`src/rtl/core/fpds_pkg.sv`:
```
// ----------------------------------------------------------------------------
// fpds_pkg
// Shared types and constants for the farthest point double sweep block.
// ----------------------------------------------------------------------------
package fpds_pkg;

	localparam int MAX_POINTS = 16;
	localparam int COORD_W    = 13;
	localparam int IDX_W      = $clog2(MAX_POINTS);
	localparam int CNT_W      = $clog2(MAX_POINTS + 1);
	localparam int SQ_W       = 2 * COORD_W;
	localparam int DIST_W     = SQ_W + 1;

	typedef struct packed {
		logic [COORD_W-1:0] x;
		logic [COORD_W-1:0] y;
	} point_t;

	typedef enum logic [2:0] {
		ST_LOAD,
		ST_REF_RD,
		ST_REF_CAP,
		ST_SWEEP1,
		ST_SWEEP2,
		ST_RESULT
	} state_t;

	typedef struct packed {
		logic in_rdy;
		logic issue;
		logic load_res;
	} ctl_t;

endpackage

```
`src/rtl/core/fpds_point_if.sv`:
```
// ----------------------------------------------------------------------------
// fpds_point_if
// Input channel: one point word per handshake, with a last flag.
// ----------------------------------------------------------------------------
interface fpds_point_if;

	logic                         valid;
	logic                         ready;
	logic [fpds_pkg::COORD_W-1:0] point_x;
	logic [fpds_pkg::COORD_W-1:0] point_y;
	logic                         last_point;

	modport source (output valid, output point_x, output point_y, output last_point,
		input ready);
	modport sink (input valid, input point_x, input point_y, input last_point,
		output ready);

endinterface

```
`src/rtl/core/fpds_result_if.sv`:
```
// ----------------------------------------------------------------------------
// fpds_result_if
// Output channel: the two diameter end points and the overflow flag.
// ----------------------------------------------------------------------------
interface fpds_result_if;

	logic                         valid;
	logic                         ready;
	logic [fpds_pkg::COORD_W-1:0] end1_x;
	logic [fpds_pkg::COORD_W-1:0] end1_y;
	logic [fpds_pkg::COORD_W-1:0] end2_x;
	logic [fpds_pkg::COORD_W-1:0] end2_y;
	logic                         overflow;

	modport source (output valid, output end1_x, output end1_y, output end2_x,
		output end2_y, output overflow, input ready);
	modport sink (input valid, input end1_x, input end1_y, input end2_x,
		input end2_y, input overflow, output ready);

endinterface

```
`src/rtl/core/fpds_ram.sv`:
```
// ----------------------------------------------------------------------------
// fpds_ram
// Generic single-write, single-read RAM with registered read data.
// ----------------------------------------------------------------------------
module fpds_ram #(
	parameter int WIDTH = 8,
	parameter int DEPTH = 16
) (
	input  logic                     clk,
	input  logic                     we,
	input  logic [$clog2(DEPTH)-1:0] waddr,
	input  logic [WIDTH-1:0]         wdata,
	input  logic [$clog2(DEPTH)-1:0] raddr,
	output logic [WIDTH-1:0]         rdata
);

	logic [WIDTH-1:0] mem_q [DEPTH];

	always_ff @(posedge clk) begin
		if (we) begin
			mem_q[waddr] <= wdata;
		end
		rdata <= mem_q[raddr];
	end

endmodule

```
`src/rtl/core/farthest_point_double_sweep_top.sv`:
```
// ----------------------------------------------------------------------------
// farthest_point_double_sweep_top
// Stores a set of points and, after the last one, finds an approximate
// diameter by two farthest-point sweeps over the point store.
// ----------------------------------------------------------------------------
//
//  channel | dir | word                                  | handshake
//  --------+-----+---------------------------------------+-------------
//  pt      | in  | point_x, point_y, last_point          | valid/ready
//  res     | out | end1_x, end1_y, end2_x, end2_y, overflow | valid/ready
//
//  Points load into the point store at one word per cycle in ST_LOAD.
//  The last word starts the sweeps: ST_REF_RD and ST_REF_CAP fetch the
//  first point, then two passes run over the N stored points (one read a
//  cycle, three stages of distance logic, each pass ending once drained),
//  then ST_RESULT loads the result register once it is free or being read.
//  A result waiting in the output register blocks only the next set's end.
//  Reset clears the fill count, overflow flag and control; the store is left.
// ----------------------------------------------------------------------------
module farthest_point_double_sweep_top (
	input  logic               clk,
	input  logic               arst_n,
	fpds_point_if.sink         pt,
	fpds_result_if.source      res
);

	fpds_pkg::state_t state_q, state_nxt;
	fpds_pkg::ctl_t   ctl;

	logic [fpds_pkg::CNT_W-1:0] cnt_q;
	logic [fpds_pkg::CNT_W-1:0] iss_q;
	logic                       drop_q;
	logic                       accept;
	logic                       store_we;
	logic                       sweep_done;
	logic [fpds_pkg::IDX_W-1:0] raddr;
	fpds_pkg::point_t           wdata;
	fpds_pkg::point_t           rdata;

	fpds_pkg::point_t           first_q;
	fpds_pkg::point_t           ref_q;
	fpds_pkg::point_t           end1_q;
	fpds_pkg::point_t           best_q;
	logic [fpds_pkg::DIST_W-1:0] best_d_q;

	logic                         v_s1, v_s2, v_s3;
	logic [fpds_pkg::COORD_W-1:0] dx_s2, dy_s2;
	fpds_pkg::point_t             pt_s2, pt_s3;
	logic [fpds_pkg::DIST_W-1:0]  dist_s3;
	logic [fpds_pkg::SQ_W-1:0]    sqx, sqy;

	logic                         res_vld_q;
	fpds_pkg::point_t             res_e1_q, res_e2_q;
	logic                         res_ovf_q;

	assign accept     = pt.valid && ctl.in_rdy;
	assign store_we   = accept && (cnt_q < fpds_pkg::CNT_W'(fpds_pkg::MAX_POINTS));
	assign wdata      = '{x: pt.point_x, y: pt.point_y};
	assign raddr      = (state_q == fpds_pkg::ST_REF_RD) ? '0 : iss_q[fpds_pkg::IDX_W-1:0];
	assign sweep_done = (iss_q == cnt_q) && !v_s1 && !v_s2 && !v_s3;

	fpds_ram #(
		.WIDTH ($bits(fpds_pkg::point_t)),
		.DEPTH (fpds_pkg::MAX_POINTS)
	) u_store (
		.clk   (clk),
		.we    (store_we),
		.waddr (cnt_q[fpds_pkg::IDX_W-1:0]),
		.wdata (wdata),
		.raddr (raddr),
		.rdata (rdata)
	);

	// next state
	always_comb begin
		state_nxt = state_q;
		unique case (state_q)
			fpds_pkg::ST_LOAD: begin
				if (accept && pt.last_point) begin
					state_nxt = fpds_pkg::ST_REF_RD;
				end
			end
			fpds_pkg::ST_REF_RD:  state_nxt = fpds_pkg::ST_REF_CAP;
			fpds_pkg::ST_REF_CAP: state_nxt = fpds_pkg::ST_SWEEP1;
			fpds_pkg::ST_SWEEP1: begin
				if (sweep_done) begin
					state_nxt = fpds_pkg::ST_SWEEP2;
				end
			end
			fpds_pkg::ST_SWEEP2: begin
				if (sweep_done) begin
					state_nxt = fpds_pkg::ST_RESULT;
				end
			end
			fpds_pkg::ST_RESULT: begin
				if (ctl.load_res) begin
					state_nxt = fpds_pkg::ST_LOAD;
				end
			end
			default: state_nxt = fpds_pkg::ST_LOAD;
		endcase
	end

	// outputs
	always_comb begin
		ctl = '0;
		unique case (state_q)
			fpds_pkg::ST_LOAD:   ctl.in_rdy = 1'b1;
			fpds_pkg::ST_SWEEP1,
			fpds_pkg::ST_SWEEP2: ctl.issue = (iss_q < cnt_q);
			fpds_pkg::ST_RESULT: ctl.load_res = !res_vld_q || res.ready;
			default: ctl = '0;
		endcase
	end

	always_ff @(posedge clk or negedge arst_n) begin
		if (!arst_n) begin
			state_q <= fpds_pkg::ST_LOAD;
		end else begin
			state_q <= state_nxt;
		end
	end

	// fill count and overflow flag
	always_ff @(posedge clk or negedge arst_n) begin
		if (!arst_n) begin
			cnt_q  <= '0;
			drop_q <= 1'b0;
		end else if (ctl.load_res) begin
			cnt_q  <= '0;
			drop_q <= 1'b0;
		end else if (accept) begin
			if (store_we) begin
				cnt_q <= cnt_q + 1'b1;
			end else begin
				drop_q <= 1'b1;
			end
		end
	end

	// read issue and pipeline valids
	always_ff @(posedge clk or negedge arst_n) begin
		if (!arst_n) begin
			iss_q <= '0;
			v_s1  <= 1'b0;
			v_s2  <= 1'b0;
			v_s3  <= 1'b0;
		end else begin
			v_s1 <= ctl.issue;
			v_s2 <= v_s1;
			v_s3 <= v_s2;
			if (state_q == fpds_pkg::ST_REF_CAP ||
			    (state_q == fpds_pkg::ST_SWEEP1 && sweep_done)) begin
				iss_q <= '0;
			end else if (ctl.issue) begin
				iss_q <= iss_q + 1'b1;
			end
		end
	end

	assign sqx = dx_s2 * dx_s2;
	assign sqy = dy_s2 * dy_s2;

	// distance pipeline
	always_ff @(posedge clk) begin
		if (v_s1) begin
			dx_s2 <= (rdata.x > ref_q.x) ? rdata.x - ref_q.x : ref_q.x - rdata.x;
			dy_s2 <= (rdata.y > ref_q.y) ? rdata.y - ref_q.y : ref_q.y - rdata.y;
			pt_s2 <= rdata;
		end
		if (v_s2) begin
			dist_s3 <= fpds_pkg::DIST_W'(sqx) + fpds_pkg::DIST_W'(sqy);
			pt_s3   <= pt_s2;
		end
	end

	// reference and best candidate
	always_ff @(posedge clk) begin
		if (state_q == fpds_pkg::ST_REF_CAP) begin
			first_q  <= rdata;
			ref_q    <= rdata;
			best_q   <= rdata;
			best_d_q <= '0;
		end else if (state_q == fpds_pkg::ST_SWEEP1 && sweep_done) begin
			ref_q    <= best_q;
			end1_q   <= best_q;
			best_q   <= first_q;
			best_d_q <= '0;
		end else if (v_s3 && dist_s3 > best_d_q) begin
			best_q   <= pt_s3;
			best_d_q <= dist_s3;
		end
	end

	// output register
	always_ff @(posedge clk or negedge arst_n) begin
		if (!arst_n) begin
			res_vld_q <= 1'b0;
		end else if (ctl.load_res) begin
			res_vld_q <= 1'b1;
		end else if (res.ready) begin
			res_vld_q <= 1'b0;
		end
	end

	always_ff @(posedge clk) begin
		if (ctl.load_res) begin
			res_e1_q  <= end1_q;
			res_e2_q  <= best_q;
			res_ovf_q <= drop_q;
		end
	end

	assign pt.ready     = ctl.in_rdy;
	assign res.valid    = res_vld_q;
	assign res.end1_x   = res_e1_q.x;
	assign res.end1_y   = res_e1_q.y;
	assign res.end2_x   = res_e2_q.x;
	assign res.end2_y   = res_e2_q.y;
	assign res.overflow = res_ovf_q;

	a_cnt_range: assert property (@(posedge clk) disable iff (!arst_n)
		cnt_q <= fpds_pkg::CNT_W'(fpds_pkg::MAX_POINTS))
		else $error("fill count beyond store depth");

	a_load_idle: assert property (@(posedge clk) disable iff (!arst_n)
		state_q == fpds_pkg::ST_LOAD |-> !v_s1 && !v_s2 && !v_s3)
		else $error("distance pipeline busy while loading");

	a_res_from_sweep: assert property (@(posedge clk) disable iff (!arst_n)
		ctl.load_res |-> $past(state_q) == fpds_pkg::ST_SWEEP2 ||
			$past(state_q) == fpds_pkg::ST_RESULT)
		else $error("result loaded without a finished second sweep");

	a_set_nonempty: assert property (@(posedge clk) disable iff (!arst_n)
		state_q == fpds_pkg::ST_REF_RD |-> cnt_q != '0)
		else $error("sweep started on an empty set");

endmodule

```
`src/flat_wrapper.sv`:
```
// flat-port wrapper written by rule: the top's interface ports become plain ports
module farthest_point_double_sweep_top_flat 
  (clk, arst_n, pt_valid, pt_point_x, pt_point_y, pt_last_point, pt_ready, res_valid, res_end1_x, res_end1_y, res_end2_x, res_end2_y, res_overflow, res_ready);
  fpds_point_if pt_i ();
  fpds_result_if res_i ();
  input  logic clk;
  input  logic arst_n;
  input wire logic [$bits(pt_i.valid)-1:0] pt_valid;
  input wire logic [$bits(pt_i.point_x)-1:0] pt_point_x;
  input wire logic [$bits(pt_i.point_y)-1:0] pt_point_y;
  input wire logic [$bits(pt_i.last_point)-1:0] pt_last_point;
  output wire logic [$bits(pt_i.ready)-1:0] pt_ready;
  output wire logic [$bits(res_i.valid)-1:0] res_valid;
  output wire logic [$bits(res_i.end1_x)-1:0] res_end1_x;
  output wire logic [$bits(res_i.end1_y)-1:0] res_end1_y;
  output wire logic [$bits(res_i.end2_x)-1:0] res_end2_x;
  output wire logic [$bits(res_i.end2_y)-1:0] res_end2_y;
  output wire logic [$bits(res_i.overflow)-1:0] res_overflow;
  input wire logic [$bits(res_i.ready)-1:0] res_ready;
  assign pt_i.valid = pt_valid;
  assign pt_i.point_x = pt_point_x;
  assign pt_i.point_y = pt_point_y;
  assign pt_i.last_point = pt_last_point;
  assign pt_ready = pt_i.ready;
  assign res_valid = res_i.valid;
  assign res_end1_x = res_i.end1_x;
  assign res_end1_y = res_i.end1_y;
  assign res_end2_x = res_i.end2_x;
  assign res_end2_y = res_i.end2_y;
  assign res_overflow = res_i.overflow;
  assign res_i.ready = res_ready;
  farthest_point_double_sweep_top u_core (.clk(clk), .arst_n(arst_n), .pt(pt_i), .res(res_i));
endmodule
```
`config.mk`:
```
export PLATFORM = sky130hd
export DESIGN_NAME = farthest_point_double_sweep_top_flat
export DESIGN_NICKNAME = d
export VERILOG_FILES = /design/src/rtl/core/fpds_pkg.sv /design/src/rtl/core/fpds_point_if.sv /design/src/rtl/core/fpds_result_if.sv /design/src/rtl/core/fpds_ram.sv /design/src/rtl/core/farthest_point_double_sweep_top.sv /design/src/flat_wrapper.sv
export SDC_FILE = /design/constraint.sdc
export NUM_CORES = 2
export LEC_CHECK = 0
export BUFFER_PORTS_ARGS = -buffer_cell sky130_fd_sc_hd__buf_2
export CORE_MARGIN = 1.5
export CORE_UTILIZATION = 46
export DETAILED_ROUTE_END_ITERATION = 6
export PLACE_DENSITY = 0.61
export SLEW_MARGIN = 20
export SYNTH_ARGS = -nofsm -noshare
export SYNTH_HDL_FRONTEND = slang
export SYNTH_SLANG_ARGS = --single-unit
export TNS_END_PERCENT = 50
```
`constraint.sdc`:
```
create_clock -name clk -period 6.3 [get_ports clk]
set_input_delay 1.26 -clock clk [delete_from_list [all_inputs] [get_ports clk]]
set_output_delay 1.26 -clock clk [all_outputs]
set_load 0.02 [all_outputs]
```
==> impl_metrics.yaml <==
timing:
  rsz0062_at_grt: "yes"
  fin_crit_ns: 6.39
  max_freq_mhz: 157
  tightest_slew_ns: 1.10
  drv_slew: 0
  fin_skew_ns: 0.0381
  min_period_over_period_pct: 101
  hold_violations: 0
  maxSlewHeadroom_pct: 26.4
  setup_ws_ns: -0.0883
  setup_viol: 2
die:
  initial_core_util_pct: 46.6
  die_w_um: 300
  die-area_um2: 89900
  dieHeight_um: 300
  rows: 108
  io_pins: 86
  coreArea_um2: 87000
cts:
  clk_pin_slew_ns: 0.07
  tritoncts: "yes"
  htreeDepth: 3
  cts_buffer_depth: 3
  ctsRootBufferMaster: "clkbuf_16"
  cts.sinks: 749
  numCtsBuffers: 82
  worstSkewPairLatency_ns: 0.65
global_routing:
  gr-total-overflow: 0
  antenna_found_initial: 8
  grt_pass1_wl_um: 147000
  grt_pass1_vias: 25400
  grt_max_degree: 93
  grt_usage_pct: 21.3
critical_path:
  criticalPathCategory: "reg2reg"
  critPathArrivalTime_ns: 6.77
  cp-start-kind: "flip-flop"
  cp_max_fo: 5
  cp.required_ns: 6.68
  cp-end-kind: "flip-flop"
synthesis:
  synth_cell_type_count: 76
  synth_area_leaders: "edfxtp_1 (50%), fa_1 (12%), ha_1 (6.5%)"
  synthArstFlopShare_pct: 2.40
  synth_cells: 3331
  netlist_top_cells_count: "edfxtp_1 (678), inv_1 (447), nand2_1 (439)"
  synth_edf_count: 678
  ys.flop_type: "edfxtp_1"
  synth_nets: 3819
  syn_area_per_cell_um2: 12.2
  synth_area_um2: 40500
  ys_seq_area_share_pct: 53.9
  ys_warn_count: 0
  synth_top_area_share_pct: 50.2
  yosysMostFrequentCell: "edfxtp_1"
  synth-seq-cells: 749
  synth_top_area_cell: "edfxtp_1"
route:
  firstDrtPassIters: 5
  drt_iter0_drc: 1682
  drt_wl_total_um: 94500
  viasPerCell: 5.34
  postRouteAntennaNets: 0
  num_vias: 25400
  wl_per_cell_um: 19.9
  drc: 0
outcome:
  status: "finished, violations left"
  violations: "negative setup slack"
min_path:
  min_path_type: "reg2reg"
layout:
  multi_input_area_um2: 16700
  areaGrowthSynthToFinish_pct: 14.3
  fillers: 7485
  final_net_count: 4019
  seqCellArea_um2: 21900
  drive_gt1_share_pct: 14.4
flow_run:
  cap_violations: 0
place:
  place_congestion: 0.880
  pre_cts_ws_ns: -0.167
  port_buffers: 85
  dp_hpwl_um: 61000
-- state kept, by name, indices dropped and copies added (netlist names), 3 cells and up --
signal / cells
u_core.best_d_q: 27
u_core.best_q: 26
u_core.cnt_q: 5
u_core.dist_s3: 27
u_core.dx_s2: 13
u_core.dy_s2: 13
u_core.end1_q: 26
u_core.first_q: 26
u_core.iss_q: 5
u_core.pt_s2: 26
u_core.pt_s3: 26
u_core.ref_q: 26
u_core.res.end1_x: 13
u_core.res.end1_y: 13
u_core.res.end2_x: 13
u_core.res.end2_y: 13
u_core.state_q: 3
u_core.u_store.mem_q: 416
u_core.u_store.rdata: 26
-- critical path, stage by stage, from the launching register on --
cell      delay, ns
edfxtp_1       0.50
inv_2          0.09
buf_4          0.14
buf_4          0.12
buf_4          0.12
buf_4          0.12
buf_4          0.12
buf_4          0.13
buf_4          0.12
buf_4          0.14
fa_1           0.48
fa_1           0.49
inv_1          0.05
fa_1           0.50
inv_1          0.05
fa_1           0.49
fa_1           0.46
fa_1           0.52
inv_1          0.04
ha_1           0.35
buf_4          0.19
a31o_2         0.21
nor2_1         0.11
a22oi_2        0.10
buf_4          0.15
a311o_1        0.34
-- routing by layer --
layer  track usage [%]  up-vias  share of wire, %
li1                  -    11900                 -
met1              28.3    12700                43
met2              36.1      634                49
met3              3.02      172               4.7
met4              6.45        8               2.9
met5                 0        -             0.060
-- final timing paths --
kind                            slack (ns)  cells after the start             start                    to
worst max-delay path                 -0.09                     25   u_core.dx_s2[9]    u_core.dist_s3[26]
worst max register to register       -0.09                     25   u_core.dx_s2[9]    u_core.dist_s3[26]
max in group asynchronous             5.40                      1            arst_n       u_core.iss_q[1]
min in group asynchronous             0.56                      1            arst_n       u_core.cnt_q[2]
worst min-delay path                  0.41                      0  u_core.end1_q[4]  u_core.res.end1_y[4]
worst min register to register        0.41                      0  u_core.end1_q[4]  u_core.res.end1_y[4]
-- final cells by class --
type | count | share of cell area [%]
inverters | 448 | 3.63
repair buffers | 271 | 4.08
multi-input cells | 1979 | 35.9
well taps | 1155 | 3.12
clock buffers | 94 | 4.63
clock inverters | 59 | 1.41
flip-flops and latches | 749 | 47.2
diodes | 1 | 0.00540
-- what timing repair did --
action,in CTS,in global routing
setup endpoints to repair,6,11
pin swaps,33,12
resized for setup,33,21
buffers inserted,25,7
hold buffers,0,0
hold endpoints to repair,0,0
-- layout by cell type, fill, tap and decap left out, types with 30 or more instances in the layout --
master | synthesis | routed
o21ai_0 | 100 | 99
a21oi_1 | 171 | 164
nor2_1 | 73 | 56
nand3_1 | 42 | 42
buf_2 | 40 | 85
mux2i_1 | 63 | 63
nand2_1 | 439 | 436
and2_1 | 76 | 72
a31oi_1 | 56 | 55
dfxtp_1 | 53 | 53
a22oi_1 | 33 | 32
buf_4 | 6 | 177
fa_1 | 248 | 242
ha_1 | 209 | 201
and3_1 | 57 | 57
clkbuf_16 | 0 | 83
a21o_1 | 32 | 32
edfxtp_1 | 678 | 678
inv_1 | 447 | 439
xnor2_1 | 31 | 30
a211oi_1 | 40 | 40
-- kinds of logic after synthesis --
| group | share of synthesized area, % |
|---|---|
| compound gates | 8.91 |
| xor+xnor | 1.02 |
| other cells | 0.00925 |
| simple gates | 9.08 |
| fa+ha+maj | 18.7 |
| mux | 2.39 |
| flops | 53.9 |
| buf+inv | 5.95 |
-- through the flow --
stage	area (µm²)	util [%]	setup TNS (ns)	instances	hold slack, ns
2_1_floorplan	40600	-	-0.00448	3331	0.400
3_3_place_gp	43000	49.5	-0.366	4570	0.400
3_5_place_dp	43000	49.5	-0.582	4570	0.405
4_1_cts	46200	53.1	0	4747	0.416
5_1_grt	46400	53.3	-1.49	4755	0.423
6_report	46400	53.3	-0.105	4756	0.413
Power is left out: the tool's default activity adds up to more than one toggle a clock period on the data nets, which glitch-free logic cannot reach.
